### config.mk
export PLATFORM = sky130hd
export DESIGN_NAME = packed_vop_unpacker_unit
export DESIGN_NICKNAME = d
export VERILOG_FILES = /design/src/rtl/core/pvu_pkg.sv /design/src/rtl/core/packed_vop_unpacker_unit.sv /design/src/rtl/core/pvu_ram.sv /design/src/rtl/core/pvu_desc_queue.sv /design/src/rtl/core/pvu_front.sv /design/src/rtl/core/pvu_back.sv
export SDC_FILE = /design/constraint.sdc
export NUM_CORES = 1
export LEC_CHECK = 0
export BUFFER_PORTS_ARGS = -buffer_cell sky130_fd_sc_hd__buf_2
export CORE_UTILIZATION = 40
export DETAILED_ROUTE_END_ITERATION = 8
export SYNTH_ARGS = -nofsm -noshare
export SYNTH_HDL_FRONTEND = slang
export SYNTH_SLANG_ARGS = --single-unit
### constraint.sdc
create_clock -name clock -period 10.1 [get_ports clock]
set_input_delay 2.02 -clock clock [delete_from_list [all_inputs] [get_ports clock]]
set_output_delay 2.02 -clock clock [all_outputs]
set_load 0.1 [all_outputs]
### src/rtl/core/pvu_pkg.sv
`timescale 1ns / 1ps
package pvu_pkg;

   typedef enum logic [1:0] {
      KIND_P   = 2'd0,
      KIND_KEY = 2'd1,
      KIND_B   = 2'd2
   } kind_type;

   typedef enum logic [1:0] {
      CLS_SHORT,
      CLS_SINGLE,
      CLS_MULTI,
      CLS_ERROR
   } frame_class_type;

   typedef enum logic [1:0] {
      B_IDLE,
      B_FETCH,
      B_EMIT
   } back_state_type;

   typedef struct packed {
      logic full;
      logic not_empty;
   } queue_status_type;

   localparam int REQ_DATA_W = 48;
   localparam int RSP_DATA_W = 64;
   localparam int DUP_W = 16;
   localparam int QUEUE_DEPTH = 2;

   localparam logic [7:0]  START_CODE_BYTE = 8'hB6;
   localparam logic [23:0] START_PREFIX    = 24'h000001;
   localparam logic [23:0] RECENT_RESET    = 24'hFFFFFF;

   localparam int SHORT_FRAME_LEN = 9;
   localparam int LATE_MARGIN     = 7;
   localparam int START_LEAD      = 3;

   localparam logic [DUP_W-1:0] DUP_MAX = 16'hFFFF;

   localparam logic STATUS_OK    = 1'b0;
   localparam logic STATUS_ABORT = 1'b1;

   localparam logic [1:0] TYPE_BITS_KEY = 2'd0;
   localparam logic [1:0] TYPE_BITS_B   = 2'd2;

   // Maps the top two bits of the byte after a start code to an entry kind.
   function automatic kind_type kind_from_type_bits(input logic [1:0] bits);
      kind_type k;
      case (bits)
         TYPE_BITS_KEY: k = KIND_KEY;
         TYPE_BITS_B:   k = KIND_B;
         default:       k = KIND_P;
      endcase
      return k;
   endfunction

   // Maps the original index type; the unused code is treated as P.
   function automatic kind_type kind_from_index(input logic [1:0] code);
      kind_type k;
      case (code)
         KIND_KEY: k = KIND_KEY;
         KIND_B:   k = KIND_B;
         default:  k = KIND_P;
      endcase
      return k;
   endfunction

endpackage

### src/rtl/core/packed_vop_unpacker_unit.sv
`timescale 1ns / 1ps
// One byte is accepted per cycle while the two-frame descriptor queue has room.
// A frame with a single entry is pushed into the descriptor queue when its last byte is accepted,
// and the back end then loads it into the registered output. A frame split at several start codes
// reads each code offset in B_FETCH through the code-offset RAM's registered read, then shows it in B_EMIT.
// When two finished frames are waiting, the input stalls until the back end drains one.
// Reset is synchronous and active high; it clears all control state.
module packed_vop_unpacker_unit #(
   parameter int MAX_CODES = 8,
   parameter int FRAME_LEN_BITS = 24
) (
   input  logic                           clock,
   input  logic                           reset,
   input  logic                           req_tvalid,
   output logic                           req_tready,
   // data_byte [7:0], frame_base [39:8], frame_kind [41:40], zero [47:42]
   input  logic [pvu_pkg::REQ_DATA_W-1:0] req_tdata,
   input  logic                           req_tlast,
   output logic                           rsp_tvalid,
   input  logic                           rsp_tready,
   // entry_kind [1:0], entry_offset [33:2], entry_size [57:34], zero [63:58]
   output logic [pvu_pkg::RSP_DATA_W-1:0] rsp_tdata,
   output logic                           rsp_tlast,
   // status [0]
   output logic                           rsp_tuser
);

   localparam int CNT_W = $clog2(MAX_CODES + 1);
   localparam int IDX_W = $clog2(MAX_CODES);
   localparam int DESC_W = 2 + 1 + CNT_W + 2 + 32 + FRAME_LEN_BITS;
   localparam int RAM_DEPTH = 2 ** (IDX_W + 1);

   pvu_pkg::queue_status_type q_status;
   logic                      push;
   logic [DESC_W-1:0]         push_desc;
   logic                      pop;
   logic [DESC_W-1:0]         head_desc;
   logic                      ram_we;
   logic [IDX_W:0]            ram_waddr;
   logic [FRAME_LEN_BITS-1:0] ram_wdata;
   logic                      ram_re;
   logic [IDX_W:0]            ram_raddr;
   logic [FRAME_LEN_BITS-1:0] ram_rdata;

   pvu_front #(
      .MAX_CODES      (MAX_CODES),
      .FRAME_LEN_BITS (FRAME_LEN_BITS)
   ) u_front (
      .clock      (clock),
      .reset      (reset),
      .req_tvalid (req_tvalid),
      .req_tready (req_tready),
      .req_tdata  (req_tdata),
      .req_tlast  (req_tlast),
      .q_status   (q_status),
      .push       (push),
      .push_desc  (push_desc),
      .ram_we     (ram_we),
      .ram_waddr  (ram_waddr),
      .ram_wdata  (ram_wdata)
   );

   pvu_ram #(
      .WIDTH (FRAME_LEN_BITS),
      .DEPTH (RAM_DEPTH)
   ) u_code_ram (
      .clock   (clock),
      .wr_en   (ram_we),
      .wr_addr (ram_waddr),
      .wr_data (ram_wdata),
      .rd_en   (ram_re),
      .rd_addr (ram_raddr),
      .rd_data (ram_rdata)
   );

   pvu_desc_queue #(
      .WIDTH (DESC_W)
   ) u_queue (
      .clock     (clock),
      .reset     (reset),
      .push      (push),
      .push_data (push_desc),
      .pop       (pop),
      .head_data (head_desc),
      .status    (q_status)
   );

   pvu_back #(
      .MAX_CODES      (MAX_CODES),
      .FRAME_LEN_BITS (FRAME_LEN_BITS)
   ) u_back (
      .clock      (clock),
      .reset      (reset),
      .q_status   (q_status),
      .head_desc  (head_desc),
      .pop        (pop),
      .ram_re     (ram_re),
      .ram_raddr  (ram_raddr),
      .ram_rdata  (ram_rdata),
      .rsp_tvalid (rsp_tvalid),
      .rsp_tready (rsp_tready),
      .rsp_tdata  (rsp_tdata),
      .rsp_tlast  (rsp_tlast),
      .rsp_tuser  (rsp_tuser)
   );

endmodule

### src/rtl/core/pvu_ram.sv
`timescale 1ns / 1ps
module pvu_ram #(
   parameter int WIDTH = 24,
   parameter int DEPTH = 16,
   localparam int ADDR_W = $clog2(DEPTH)
) (
   input  logic              clock,
   input  logic              wr_en,
   input  logic [ADDR_W-1:0] wr_addr,
   input  logic [WIDTH-1:0]  wr_data,
   input  logic              rd_en,
   input  logic [ADDR_W-1:0] rd_addr,
   output logic [WIDTH-1:0]  rd_data
);

   logic [WIDTH-1:0] mem_ff [DEPTH];
   logic [WIDTH-1:0] rd_data_ff;

   always_ff @(posedge clock) begin
      if (wr_en) begin
         mem_ff[wr_addr] <= wr_data;
      end
      if (rd_en) begin
         rd_data_ff <= mem_ff[rd_addr];
      end
   end

   assign rd_data = rd_data_ff;

endmodule

### src/rtl/core/pvu_desc_queue.sv
`timescale 1ns / 1ps
module pvu_desc_queue #(
   parameter int WIDTH = 64
) (
   input  logic                      clock,
   input  logic                      reset,
   input  logic                      push,
   input  logic [WIDTH-1:0]          push_data,
   input  logic                      pop,
   output logic [WIDTH-1:0]          head_data,
   output pvu_pkg::queue_status_type status
);

   logic [WIDTH-1:0] slot_ff [pvu_pkg::QUEUE_DEPTH];
   logic             wr_ptr_ff, wr_ptr_in;
   logic             rd_ptr_ff, rd_ptr_in;
   logic [1:0]       count_ff, count_in;

   always_comb begin
      wr_ptr_in = wr_ptr_ff;
      rd_ptr_in = rd_ptr_ff;
      count_in  = count_ff;
      if (push) begin
         wr_ptr_in = ~wr_ptr_ff;
      end
      if (pop) begin
         rd_ptr_in = ~rd_ptr_ff;
      end
      if (push && !pop) begin
         count_in = count_ff + 2'd1;
      end else if (pop && !push) begin
         count_in = count_ff - 2'd1;
      end
   end

   always_ff @(posedge clock) begin
      if (reset) begin
         wr_ptr_ff <= 1'b0;
         rd_ptr_ff <= 1'b0;
         count_ff  <= 2'd0;
      end else begin
         wr_ptr_ff <= wr_ptr_in;
         rd_ptr_ff <= rd_ptr_in;
         count_ff  <= count_in;
      end
   end

   always_ff @(posedge clock) begin
      if (push) begin
         slot_ff[wr_ptr_ff] <= push_data;
      end
   end

   assign head_data        = slot_ff[rd_ptr_ff];
   assign status.full      = (count_ff == 2'(pvu_pkg::QUEUE_DEPTH));
   assign status.not_empty = (count_ff != 2'd0);

endmodule

### src/rtl/core/pvu_front.sv
`timescale 1ns / 1ps
module pvu_front #(
   parameter int MAX_CODES = 8,
   parameter int FRAME_LEN_BITS = 24,
   localparam int CNT_W = $clog2(MAX_CODES + 1),
   localparam int IDX_W = $clog2(MAX_CODES),
   localparam int DESC_W = 2 + 1 + CNT_W + 2 + 32 + FRAME_LEN_BITS
) (
   input  logic                             clock,
   input  logic                             reset,
   input  logic                             req_tvalid,
   output logic                             req_tready,
   input  logic [pvu_pkg::REQ_DATA_W-1:0]   req_tdata,
   input  logic                             req_tlast,
   input  pvu_pkg::queue_status_type        q_status,
   output logic                             push,
   output logic [DESC_W-1:0]                push_desc,
   output logic                             ram_we,
   output logic [IDX_W:0]                   ram_waddr,
   output logic [FRAME_LEN_BITS-1:0]        ram_wdata
);

   typedef struct packed {
      pvu_pkg::frame_class_type  cls;
      logic                      bank;
      logic [CNT_W-1:0]          count;
      pvu_pkg::kind_type         kind0;
      logic [31:0]               base;
      logic [FRAME_LEN_BITS-1:0] len;
   } desc_type;

   logic [23:0]               recent_ff, recent_in;
   logic [FRAME_LEN_BITS-1:0] pos_ff, pos_in;
   logic                      pending_ff, pending_in;
   logic [CNT_W-1:0]          count_ff, count_in;
   pvu_pkg::kind_type         kind0_ff, kind0_in;
   logic [FRAME_LEN_BITS-1:0] off0_ff, off0_in;
   logic [FRAME_LEN_BITS-1:0] off1_ff, off1_in;
   logic                      bank_ff, bank_in;
   logic                      aborted_ff, aborted_in;

   logic                      accept;
   logic [7:0]                data_byte;
   logic [31:0]               frame_base;
   logic [1:0]                frame_kind;
   logic [FRAME_LEN_BITS-1:0] len;
   logic [FRAME_LEN_BITS-1:0] code_off;
   logic                      match;
   logic [CNT_W-1:0]          cnt_eff;
   pvu_pkg::kind_type         kind0_eff;
   logic                      ok0;
   logic                      ok1;
   desc_type                  desc;

   assign data_byte  = req_tdata[7:0];
   assign frame_base = req_tdata[39:8];
   assign frame_kind = req_tdata[41:40];

   assign req_tready = !q_status.full;
   assign accept     = req_tvalid && req_tready;

   // The byte counter saturates, so the frame length is the counter plus one, saturated.
   assign len      = (&pos_ff) ? pos_ff : pos_ff + FRAME_LEN_BITS'(1);
   assign code_off = pos_ff - FRAME_LEN_BITS'(pvu_pkg::START_LEAD);
   assign match    = !pending_ff && (recent_ff == pvu_pkg::START_PREFIX)
                     && (data_byte == pvu_pkg::START_CODE_BYTE)
                     && (count_ff < CNT_W'(MAX_CODES));

   assign cnt_eff   = count_ff + CNT_W'(pending_ff);
   assign kind0_eff = (pending_ff && (count_ff == '0))
                      ? pvu_pkg::kind_from_type_bits(data_byte[7:6]) : kind0_ff;

   // A code counts only if its marker byte is not among the last three bytes.
   assign ok0 = (cnt_eff != '0)
                && (({1'b0, off0_ff} + (FRAME_LEN_BITS+1)'(pvu_pkg::LATE_MARGIN))
                    <= {1'b0, len});
   assign ok1 = (cnt_eff >= CNT_W'(2))
                && (({1'b0, off1_ff} + (FRAME_LEN_BITS+1)'(pvu_pkg::LATE_MARGIN))
                    <= {1'b0, len});

   always_comb begin
      recent_in  = recent_ff;
      pos_in     = pos_ff;
      pending_in = pending_ff;
      count_in   = count_ff;
      kind0_in   = kind0_ff;
      off0_in    = off0_ff;
      off1_in    = off1_ff;
      bank_in    = bank_ff;
      aborted_in = aborted_ff;
      push       = 1'b0;
      ram_we     = 1'b0;
      ram_waddr  = {bank_ff, count_ff[IDX_W-1:0]};
      ram_wdata  = code_off;

      desc.bank  = bank_ff;
      desc.count = cnt_eff;
      desc.base  = frame_base;
      desc.len   = len;
      desc.kind0 = kind0_eff;
      if (len < FRAME_LEN_BITS'(pvu_pkg::SHORT_FRAME_LEN)) begin
         desc.cls   = pvu_pkg::CLS_SHORT;
         desc.kind0 = pvu_pkg::kind_from_index(frame_kind);
      end else if (!ok0) begin
         desc.cls = pvu_pkg::CLS_ERROR;
      end else if (!ok1) begin
         desc.cls = pvu_pkg::CLS_SINGLE;
      end else begin
         desc.cls = pvu_pkg::CLS_MULTI;
      end
      if (aborted_ff) begin
         desc.cls = pvu_pkg::CLS_ERROR;
      end

      if (accept) begin
         if (!aborted_ff) begin
            if (pending_ff) begin
               pending_in = 1'b0;
               count_in   = count_ff + CNT_W'(1);
               if (count_ff == '0) begin
                  kind0_in = kind0_eff;
               end
            end else if (match) begin
               ram_we     = 1'b1;
               pending_in = 1'b1;
               if (count_ff == CNT_W'(0)) begin
                  off0_in = code_off;
               end
               if (count_ff == CNT_W'(1)) begin
                  off1_in = code_off;
               end
            end
            recent_in = {recent_ff[15:0], data_byte};
            if (!req_tlast) begin
               pos_in = len;
            end
         end
         if (req_tlast) begin
            push       = 1'b1;
            bank_in    = ~bank_ff;
            recent_in  = pvu_pkg::RECENT_RESET;
            pos_in     = '0;
            pending_in = 1'b0;
            count_in   = '0;
            if (desc.cls == pvu_pkg::CLS_ERROR) begin
               aborted_in = 1'b1;
            end
         end
      end
   end

   assign push_desc = desc;

   always_ff @(posedge clock) begin
      if (reset) begin
         recent_ff  <= pvu_pkg::RECENT_RESET;
         pos_ff     <= '0;
         pending_ff <= 1'b0;
         count_ff   <= '0;
         bank_ff    <= 1'b0;
         aborted_ff <= 1'b0;
      end else begin
         recent_ff  <= recent_in;
         pos_ff     <= pos_in;
         pending_ff <= pending_in;
         count_ff   <= count_in;
         bank_ff    <= bank_in;
         aborted_ff <= aborted_in;
      end
   end

   always_ff @(posedge clock) begin
      kind0_ff <= kind0_in;
      off0_ff  <= off0_in;
      off1_ff  <= off1_in;
   end

endmodule

### src/rtl/core/pvu_back.sv
`timescale 1ns / 1ps
module pvu_back #(
   parameter int MAX_CODES = 8,
   parameter int FRAME_LEN_BITS = 24,
   localparam int CNT_W = $clog2(MAX_CODES + 1),
   localparam int IDX_W = $clog2(MAX_CODES),
   localparam int DESC_W = 2 + 1 + CNT_W + 2 + 32 + FRAME_LEN_BITS
) (
   input  logic                             clock,
   input  logic                             reset,
   input  pvu_pkg::queue_status_type        q_status,
   input  logic [DESC_W-1:0]                head_desc,
   output logic                             pop,
   output logic                             ram_re,
   output logic [IDX_W:0]                   ram_raddr,
   input  logic [FRAME_LEN_BITS-1:0]        ram_rdata,
   output logic                             rsp_tvalid,
   input  logic                             rsp_tready,
   output logic [pvu_pkg::RSP_DATA_W-1:0]   rsp_tdata,
   output logic                             rsp_tlast,
   output logic                             rsp_tuser
);

   typedef struct packed {
      pvu_pkg::frame_class_type  cls;
      logic                      bank;
      logic [CNT_W-1:0]          count;
      pvu_pkg::kind_type         kind0;
      logic [31:0]               base;
      logic [FRAME_LEN_BITS-1:0] len;
   } desc_type;

   pvu_pkg::back_state_type   state_ff, state_in;
   logic [IDX_W-1:0]          j_ff, j_in;
   logic [FRAME_LEN_BITS-1:0] start_ff, start_in;
   logic [pvu_pkg::DUP_W-1:0] dup_ff, dup_in;
   logic                      first_done_ff, first_done_in;
   logic                      out_valid_ff, out_valid_in;
   pvu_pkg::kind_type         out_kind_ff, out_kind_in;
   logic [31:0]               out_offset_ff, out_offset_in;
   logic [23:0]               out_size_ff, out_size_in;
   logic                      out_last_ff, out_last_in;
   logic                      out_status_ff, out_status_in;

   desc_type                  head;
   logic                      out_free;
   logic                      have_next;
   logic [FRAME_LEN_BITS-1:0] stop_sel;
   logic                      load;
   pvu_pkg::kind_type         ld_kind;
   logic [FRAME_LEN_BITS-1:0] ld_start;
   logic [FRAME_LEN_BITS-1:0] ld_stop;
   logic                      ld_last;
   logic                      ld_status;
   logic [FRAME_LEN_BITS+31:0] start_wide;
   logic [FRAME_LEN_BITS+23:0] size_wide;

   assign head     = desc_type'(head_desc);
   assign out_free = !out_valid_ff || rsp_tready;

   // The next code ends this entry unless it is past the count or too close to the frame end.
   assign have_next = ((CNT_W'(j_ff) + CNT_W'(1)) < head.count)
                      && (({1'b0, ram_rdata} + (FRAME_LEN_BITS+1)'(pvu_pkg::LATE_MARGIN))
                          <= {1'b0, head.len});
   assign stop_sel  = have_next ? ram_rdata : head.len;
   assign ram_raddr = {head.bank, j_ff + IDX_W'(1)};

   always_comb begin
      state_in      = state_ff;
      j_in          = j_ff;
      start_in      = start_ff;
      dup_in        = dup_ff;
      pop           = 1'b0;
      ram_re        = 1'b0;
      load          = 1'b0;
      ld_kind       = pvu_pkg::KIND_P;
      ld_start      = '0;
      ld_stop       = head.len;
      ld_last       = 1'b1;
      ld_status     = pvu_pkg::STATUS_OK;

      case (state_ff)
         pvu_pkg::B_IDLE: begin
            if (q_status.not_empty) begin
               case (head.cls)
                  pvu_pkg::CLS_SHORT: begin
                     if (dup_ff != '0) begin
                        dup_in = dup_ff - pvu_pkg::DUP_W'(1);
                        pop    = 1'b1;
                     end else if (out_free) begin
                        load    = 1'b1;
                        ld_kind = head.kind0;
                        pop     = 1'b1;
                     end
                  end
                  pvu_pkg::CLS_SINGLE: begin
                     if (out_free) begin
                        load    = 1'b1;
                        ld_kind = head.kind0;
                        pop     = 1'b1;
                     end
                  end
                  pvu_pkg::CLS_MULTI: begin
                     if (dup_ff != pvu_pkg::DUP_MAX) begin
                        dup_in = dup_ff + pvu_pkg::DUP_W'(1);
                     end
                     j_in     = '0;
                     start_in = '0;
                     state_in = pvu_pkg::B_FETCH;
                  end
                  default: begin
                     if (out_free) begin
                        load      = 1'b1;
                        ld_status = pvu_pkg::STATUS_ABORT;
                        pop       = 1'b1;
                     end
                  end
               endcase
            end
         end
         pvu_pkg::B_FETCH: begin
            ram_re   = 1'b1;
            state_in = pvu_pkg::B_EMIT;
         end
         pvu_pkg::B_EMIT: begin
            if (out_free) begin
               load     = 1'b1;
               ld_kind  = (j_ff == '0) ? head.kind0 : pvu_pkg::KIND_B;
               ld_start = start_ff;
               ld_stop  = stop_sel;
               ld_last  = !have_next;
               if (have_next) begin
                  j_in     = j_ff + IDX_W'(1);
                  start_in = stop_sel;
                  state_in = pvu_pkg::B_FETCH;
               end else begin
                  pop      = 1'b1;
                  state_in = pvu_pkg::B_IDLE;
               end
            end
         end
         default: begin
            state_in = pvu_pkg::B_IDLE;
         end
      endcase
   end

   assign start_wide = {32'd0, ld_start};
   assign size_wide  = {24'd0, ld_stop - ld_start};

   always_comb begin
      out_valid_in  = out_valid_ff && !rsp_tready;
      out_kind_in   = out_kind_ff;
      out_offset_in = out_offset_ff;
      out_size_in   = out_size_ff;
      out_last_in   = out_last_ff;
      out_status_in = out_status_ff;
      first_done_in = first_done_ff;
      if (load) begin
         out_valid_in  = 1'b1;
         out_last_in   = ld_last;
         out_status_in = ld_status;
         if (ld_status == pvu_pkg::STATUS_OK) begin
            // The very first valid entry of the stream is always a key entry.
            out_kind_in   = first_done_ff ? ld_kind : pvu_pkg::KIND_KEY;
            first_done_in = 1'b1;
            out_offset_in = head.base + start_wide[31:0];
            out_size_in   = size_wide[23:0];
         end else begin
            out_kind_in   = pvu_pkg::KIND_P;
            out_offset_in = '0;
            out_size_in   = '0;
         end
      end
   end

   always_ff @(posedge clock) begin
      if (reset) begin
         state_ff      <= pvu_pkg::B_IDLE;
         dup_ff        <= '0;
         first_done_ff <= 1'b0;
         out_valid_ff  <= 1'b0;
      end else begin
         state_ff      <= state_in;
         dup_ff        <= dup_in;
         first_done_ff <= first_done_in;
         out_valid_ff  <= out_valid_in;
      end
   end

   always_ff @(posedge clock) begin
      j_ff          <= j_in;
      start_ff      <= start_in;
      out_kind_ff   <= out_kind_in;
      out_offset_ff <= out_offset_in;
      out_size_ff   <= out_size_in;
      out_last_ff   <= out_last_in;
      out_status_ff <= out_status_in;
   end

   assign rsp_tvalid = out_valid_ff;
   assign rsp_tdata  = {6'd0, out_size_ff, out_offset_ff, out_kind_ff};
   assign rsp_tlast  = out_last_ff;
   assign rsp_tuser  = out_status_ff;

   a_busy_has_frame: assert property (@(posedge clock) disable iff (reset)
      (state_ff != pvu_pkg::B_IDLE) |-> q_status.not_empty)
      else $error("back end is splitting a frame with an empty queue");

   a_index_in_range: assert property (@(posedge clock) disable iff (reset)
      (state_ff == pvu_pkg::B_EMIT) |-> (CNT_W'(j_ff) < head.count))
      else $error("entry index ran past the code count");

   a_dup_saturates: assert property (@(posedge clock) disable iff (reset)
      (dup_ff == pvu_pkg::DUP_MAX) |=> (dup_ff != '0))
      else $error("duplicate count wrapped");

endmodule
==> reports/results.ini, run 1 <==
[yosys]
synth_area_um2 = 35600
syn_inst = 2569
synth_seq_area_share = 0.615
synthFlopType = edfxtp_1
yosys.area_share.xor_xnor = 0.0404
synth_compound_area_frac = 0.0667
ys_ff_latch = 755
avgSynthCellArea_um2 = 13.8
ys_types = 78
synth_edf_count = 675
synth_top_family_by_area = multiplexers
async_flop_share = 0
muxShareOfSynthArea = 0.102
synthSimpleGateAreaFrac = 0.0992
yosys_warnings = 0
synth_fa_ha_area_frac = 0.0541

[final_layout]
nNetsFinal = 2914
area_growth_pct = 13.7
multi_input_area_um2 = 13100
seqCellArea_um2 = 21900
final_area_um2 = 40400
n_fill_cell = 7642
drive_gt1_frac = 0.179

[pwr]
p_per_area_nw_per_um2 = 229
leakage_nw = 13.2
irDropWorstVdd_mv = 0.299
pwr-share-clk = 0.325
internal_power_mw = 6.12
combPwrFrac = 0.266
switching_share = 0.339
pwr-share-seq = 0.409
p_sw_mw = 3.14

[worst_setup_path]
crit_top_cell = ha_1
critPathKind = reg2reg
cp-end-kind = register
r2r_setup_slack_ns = 2.79
slowest_delay_ns = 0.98
cp.arrival_ns = 7.70
reg2reg_to = u_back.out_size_ff[23]
cpMaxStageDelayCell = or4_1
worstPathCellList = inv_1, ha_1, nor2b_1, nor3_1, and2_1, nand3_1, xnor2_1, ha_1, nand4_1, or4_1, nor2_1, a21oi_1, or4_1, o21a_1, ha_1, nor2b_1, o31a_1, o31ai_1, a311o_1, a31oi_1, a31oi_1, nor2_1, mux2_2
r2r_cells = 23
cp_max_fo = 32
worstReg2RegStart = u_code_ram.rd_data[1]
cp_top_family = simple AND/OR/NAND/NOR gates
startpoint_type = register
path_buf_inv = 1
worst_ep_required_time_ns = 10.49

[clock_tree]
postCtsHoldBufs = 0
cts_setup_buffers = 0
htree_levels = 3
cts_resized = 0
insertion_delay_ns = 0.65
path_clk_slew_ns = 0.06
clock_path_buffers = 3
cts.sinks = 755
cts_buffers = 81
cts_root_buf = clkbuf_16
cts_tree = yes

[detailed_routing]
totalWireLength_um = 84600
drtAntennaViolNets = 0
dr_total_vias = 21659
drc_errors = 0
avgRoutedWirePerCell_um = 21.5
drt_first_pass_iters = 5
drt-initial-drc-count = 1657
viasPerCell = 5.49

[sta]
rsz0062_at_grt = no
fin_crit_ns = 7.31
slew_violations = 0
maxSlewHeadroom = 0.139
setup_violations = 0
hold_viol_final = 0
finClkSkew_ns = 0.0301
worstMarginPinSlew_ns = 1.29
max_freq_ghz = 0.137
whs_ns = 0.471
period_share = 0.724
finalSetupTns_ns = 0

[global_route]
grt_pass1_wl_um = 130000
antenna_found_initial = 5
grt_start_max_net_pins = 77
track_usage = 0.189
grt_pass1_vias = 21950
grt-ovfl-total = 0

[die]
pin_count = 121
die_w_um = 300
die_h_um = 300
fp.dieArea_um2 = 90100
core.rowCount = 109
core_area_um2 = 88200
start_util = 0.403

[place]
port_buffers = 108
post-dp-hpwl_um = 56400
place.gp.congestion = 0.917
placed_area_um2 = 37700

[worst_hold_path]
holdCritStartpoint = u_front.recent_ff[20]
min_to = u_front.recent_ff[20]
holdPathStages = 2
hp-class = reg2reg

[job]
drv_cap = 0

[status]
status = completed

-- Yosys cell counts (25+ instances only) --
cell | number | share of area
nor3_1 | 54 | 0.0076
inv_1 | 95 | 0.010
mux4_2 | 120 | 0.076
clkbuf_1 | 72 | 0.0076
nor4_1 | 28 | 0.0049
nand2_1 | 176 | 0.019
a21o_1 | 36 | 0.0076
xor2_1 | 73 | 0.018
dfxtp_1 | 80 | 0.045
nor2_1 | 213 | 0.022
edfxtp_1 | 675 | 0.57
nand4_1 | 33 | 0.0058
and3_1 | 26 | 0.0046
mux2i_1 | 55 | 0.015
ha_1 | 149 | 0.052
a211oi_1 | 37 | 0.0078
o21ai_0 | 46 | 0.0065
nand3_1 | 74 | 0.010
mux2_2 | 32 | 0.010
xnor2_1 | 91 | 0.022
a21oi_1 | 95 | 0.013
nor2b_1 | 25 | 0.0044
-- cells in the final DEF (no fill, tap or decap), types with 8 or more instances in the layout --
cell type  Yosys  routed
clkinv_1       1      14
nor2b_1       25      24
mux4_2       120     120
a21o_1        36      36
clkinv_2       0      15
buf_4         11      53
buf_2          8     108
or3_1         18      18
a22o_1         8       8
nor2_1       213     199
inv_1         95      94
a21oi_1       95      93
o21ai_0       46      46
and2_1        14      13
mux2i_1       55      54
nor3_1        54      49
xor2_1        73      72
and3_1        26      26
bufinv_16      0       9
edfxtp_1     675     675
or2_2         11      11
a211oi_1      37      37
nand4_1       33      33
clkbuf_1      72      15
clkbuf_16      0      82
o211ai_1      10      10
xnor2_1       91      84
nand2b_1      23      23
a31oi_1       10      10
nand2_1      176     176
nor4_1        28      26
nand3_1       74      74
dfxtp_1       80      79
nor2_2         0      13
o21a_1        20      20
or4_1          8       8
o31a_1        10      10
mux2_2        32      32
ha_1         149     148
a22oi_1       20      20
-- final cells by class --
cell class	instances	area share
multi-input cells	1614	0.323
flip-flops and latches	755	0.541
clock buffers	100	0.0532
clock inverters	50	0.0141
diodes	2	0.000124
well taps	1165	0.0360
repair buffers	161	0.0232
inverters	96	0.00891
-- through the flow --
stage	total power, mW	setup WS (ns)	std cells	utilization
2_1_floorplan	5.82	3.72	2574	-
6_report	9.25	2.79	3943	0.458
5_1_grt	9.65	2.42	3942	0.458
3_3_place_gp	6.28	2.92	3791	0.427
4_1_cts	9.34	2.80	3941	0.458
3_5_place_dp	6.32	2.83	3791	0.427
-- worst reg2reg max path, delay by kind of cell, from the launching register on --
| family | cells | cell delay, ns |
|---|---|---|
| and+or+nand+nor | 10 | 3.32 |
| AOI/OAI and AO/OA | 7 | 2.04 |
| adders and majority gates | 3 | 0.79 |
| DFF | 1 | 0.41 |
| muxes | 1 | 0.28 |
| xor gates and xnor gates | 1 | 0.14 |
| buffers and inverters | 1 | 0.06 |
-- state kept, by name, summed over array words and instances (netlist names), 2 cells and up, named ones only --
signal / flops
u_code_ram.mem_ff: 384
u_queue.slot_ff: 130
u_back.out_offset_ff: 32
u_back.out_size_ff: 24
u_back.start_ff: 24
u_code_ram.rd_data: 24
u_front.off0_ff: 24
u_front.off1_ff: 24
u_front.pos_ff: 24
u_front.recent_ff: 24
u_back.dup_ff: 16
u_front.count_ff: 4
u_back.j_ff: 3
u_back.out_kind_ff: 2
u_back.state_ff: 2
u_front.kind0_ff: 2
u_queue.count_ff: 2
-- worst max path at each step --
stage | startpoint | end | slack (ns) | depth (start not counted)
6_report | u_code_ram.rd_data[1] | u_back.out_size_ff[23] | 2.79 | 23
5_1_grt | u_code_ram.rd_data[1] | u_back.out_size_ff[22] | 2.42 | 24
3_3_place_gp | u_code_ram.rd_data[1] | u_back.out_size_ff[22] | 2.92 | 24
2_1_floorplan | register | u_back.out_size_ff[22] | 3.72 | 24
4_1_cts | u_code_ram.rd_data[1] | u_back.out_size_ff[23] | 2.80 | 23
3_5_place_dp | u_code_ram.rd_data[1] | u_back.out_size_ff[22] | 2.83 | 24
-- logic make-up (layout without fill, tap and decap cells) --
| logic type | Yosys count | count (layout) |
|---|---|---|
| flops | 755 | 755 |
| fa+ha+maj | 152 | 152 |
| xor+xnor | 164 | 164 |
| simple gates | 731 | 731 |
| buf+inv | 205 | 407 |
| other cells | 1 | 8 |
| mux | 207 | 207 |
| compound gates | 354 | 354 |
-- routing by layer --
layer / share of wire / track usage / vias up
met4: 0.020 / 0.0553 / 2
li1: - / - / 10093
met2: 0.50 / 0.324 / 569
met5: 0.00015 / 0 / -
met3: 0.050 / 0.0277 / 122
met1: 0.43 / 0.248 / 10873
-- power by group through the flow --
stage,sequential [mW],combinational (mW),clock (mW)
after floorplan,4.60,1.22,0
after global placement,3.84,2.44,0
after detailed placement,3.85,2.47,0
after CTS,3.79,2.48,3.08
after global routing,3.81,2.65,3.19
final,3.78,2.47,3.01
Power figures use the tool's default switching activity.
==> inputs of run 2 (changes only) <==
--- a/config.mk
+++ b/config.mk
@@ -5,6 +5,7 @@
 export SDC_FILE = /design/constraint.sdc
 export NUM_CORES = 1
 export LEC_CHECK = 0
+export ABC_AREA = 1
 export BUFFER_PORTS_ARGS = -buffer_cell sky130_fd_sc_hd__buf_2
 export CORE_UTILIZATION = 40
 export DETAILED_ROUTE_END_ITERATION = 8
==> constraint.sdc (replaced) <==
create_clock -name clock -period 6.32 [get_ports clock]
set_input_delay 1.264 -clock clock [delete_from_list [all_inputs] [get_ports clock]]
set_output_delay 1.264 -clock clock [all_outputs]
set_load 0.1 [all_outputs]
==> run 2 against run 1 <==
Compared with the run above:
- critical path depth up 9
- register-to-register slack worse by 2.1 ns
- synthesized area grew 3.0%
- utilization fell by 0.077 points
- combinational power up 130%
- clock power rose by 60%
- clock-buffer cell count rose by 5
- sequential power grew 63%
- largest cell class unchanged
==> reports/results.ini, run 2 <==
[status]
status = completed

[detailed_routing]
drc_errors = 0
totalWireLength_um = 95200
dr_total_vias = 25831
wl_met1_um = 42100
routed.top_layer = met4
drtAntennaViolNets = 0
drt-initial-drc-count = 2053
viasPerCell = 5.32
avgRoutedWirePerCell_um = 19.6
wl_met3_um = 5180
drt_first_pass_iters = 5
wl_met2_um = 45400

[die]
die_h_um = 305
fp.dieArea_um2 = 92800
die_w_um = 305
core.rowCount = 110
start_util = 0.405
core_area_um2 = 90400
pin_count = 121

[yosys]
ys_ff_latch = 755
yosys_warnings = 0
yosysTopAreaCell = edfxtp_1
avgSynthCellArea_um2 = 10.4
yosysMostFrequentCell = edfxtp_1
yosysTopAreaCellShare = 0.553
ys_types = 61
async_flop_share = 0
synth_area_um2 = 36600
synthFlopType = edfxtp_1
synth.top_cells.by_count = 675 x edfxtp_1, 518 x nand2_1, 397 x nor2_1
synth_area_leaders = edfxtp_1 55%, nand2_1 5.3%, ha_1 5.1%
synth_edf_count = 675
synth_seq_area_share = 0.597
syn_inst = 3510

[final_layout]
largest_reg_flops = 384
reg.largest.list = u_code_ram.mem_ff (384), u_queue.slot_ff (130), u_back.out_offset_ff (32)
antenna-diode-count = 0
drive_gt1_frac = 0.113
area_growth_pct = 12.9
final_common_cell = edfxtp_1
final_util = 0.458
final_area_um2 = 41400
nNetsFinal = 3810
final_cell_mix = 675 x edfxtp_1, 518 x nand2_1, 376 x nor2_1
regMostFlops = u_code_ram.mem_ff

[clock_tree]
cts_setup_buffers = 0
cts_buffers = 83
cts.sinks = 755
cts_root_buf = clkbuf_16
postCtsHoldBufs = 0
path_clk_slew_ns = 0.06
insertion_delay_ns = 0.66
cts_tree = yes
cts_resized = 0
clock_path_buffers = 3
htree_levels = 3

[pwr]
pwr-share-seq = 0.370
p_sw_mw = 6.45
combPwrFrac = 0.342
switching_share = 0.387
leakage_nw = 15.0
pwr-share-clk = 0.288
internal_power_mw = 10.2
p_per_area_nw_per_um2 = 403
irDropWorstVdd_mv = 0.206

[worst_setup_path]
path_buf_inv = 4
r2r_setup_slack_ns = 0.65
startpoint_type = register
crit_top_cell = nor2_1
worstReg2RegStart = u_code_ram.rd_data[2]
cp-end-kind = register
cp.arrival_ns = 6.09
worst_ep_required_time_ns = 6.74
reg2reg_to = u_back.out_size_ff[17]
r2r_cells = 32
slowest_delay_ns = 0.42
critPathKind = reg2reg
cp_top_family = simple AND/OR/NAND/NOR gates
cpMaxStageDelayCell = inv_1
cp_max_fo = 15

[sta]
max_freq_ghz = 0.176
finClkSkew_ns = 0.0270
slew_violations = 0
setup_violations = 0
fin_crit_ns = 5.67
hold_viol_final = 0
finalSetupTns_ns = 0
period_share = 0.897
maxSlewHeadroom = 0.212
rsz0062_at_grt = no
worstMarginPinSlew_ns = 1.18

[global_route]
grt-ovfl-total = 0
track_usage = 0.202
antenna_found_initial = 3
grt_start_max_net_pins = 106
grt_pass1_vias = 24441
grt_pass1_wl_um = 144000

[place]
post-dp-hpwl_um = 62000
port_buffers = 108
placed_area_um2 = 38600
place.gp.congestion = 0.896

[worst_hold_path]
min_to = u_front.recent_ff[16]
holdPathStages = 2
hp-class = reg2reg
holdCritStartpoint = u_front.recent_ff[16]

[job]
drv_cap = 0

## run 2: changes by cell type after synthesis, moves of 120 or more
cell     previous run  this run
inv_1              95       305
nor2_1            213       397
mux4_2            120         0
o21ai_0            46       353
nand2_1           176       518
a21oi_1            95       223
## run 2: per-stage QoR
step	instances	power [mW]	hold slack [ns]	setup slack, ns
floorplan	3515	10.6	0.446	1.35
global placement	4696	11.9	0.456	0.534
detailed placement	4696	12.0	0.472	0.459
CTS	4851	16.8	0.485	0.496
global route	4851	17.6	0.505	0.0114
finish	4851	16.7	0.479	0.651
## run 2: worst max-delay path by stage
stage	end	startpoint	cells after the start	slack, ns
final	u_back.out_size_ff[17]	u_code_ram.rd_data[2]	32	0.65
after global routing	u_back.out_size_ff[15]	u_code_ram.rd_data[2]	32	0.01
after CTS	u_back.out_size_ff[22]	u_code_ram.rd_data[2]	31	0.50
after detailed placement	u_back.out_size_ff[22]	u_code_ram.rd_data[2]	31	0.46
after global placement	u_back.out_size_ff[22]	u_code_ram.rd_data[2]	31	0.53
after floorplan	u_back.out_size_ff[16]	u_code_ram.rd_data[0]	36	1.35
## run 2: final cells by class
type,instances,area [um2]
clock buffer,105,2270
multi-input combinational,2293,13200
inverter,328,1240
clock inverter,50,464
timing repair buffer,144,811
tap,1176,1470
sequential,755,21900
fill,8358,49100
## run 2: cells by family after synthesis
kind of cell             share of synthesized area
AO/OA/AOI/OAI                                0.129
XOR/XNOR                                    0.0273
buffers and inverters                       0.0502
flip-flops                                   0.597
AND/OR/NAND/NOR                              0.139
other                                     0.000102
multiplexers                               0.00437
adder cells (fa/ha/maj)                     0.0525
## run 2: power by group through the flow
stage	clock network [mW]	registers (mW)	logic, mW
floorplan	0	7.37	3.19
global placement	0	6.28	5.64
detailed placement	0	6.28	5.69
CTS	4.90	6.17	5.71
global route	5.11	6.21	6.27
finish	4.81	6.17	5.70
## run 2: per-layer routing
metal / up-vias / track usage
met1: 12282 / 0.271
li1: 12653 / -
met4: 0 / 0.0648
met5: - / 0
met2: 755 / 0.340
met3: 141 / 0.0255
## run 2: worst reg2reg max path: cells and delay by family (launching register included)
kind                     cells  cell delay (ns)
adder cells (fa/ha/maj)      2             0.55
XOR/XNOR                     1             0.21
AND/OR/NAND/NOR             17             2.25
AO/OA/AOI/OAI                8             1.38
buffers and inverters        4             0.69
flip-flops                   1             0.40
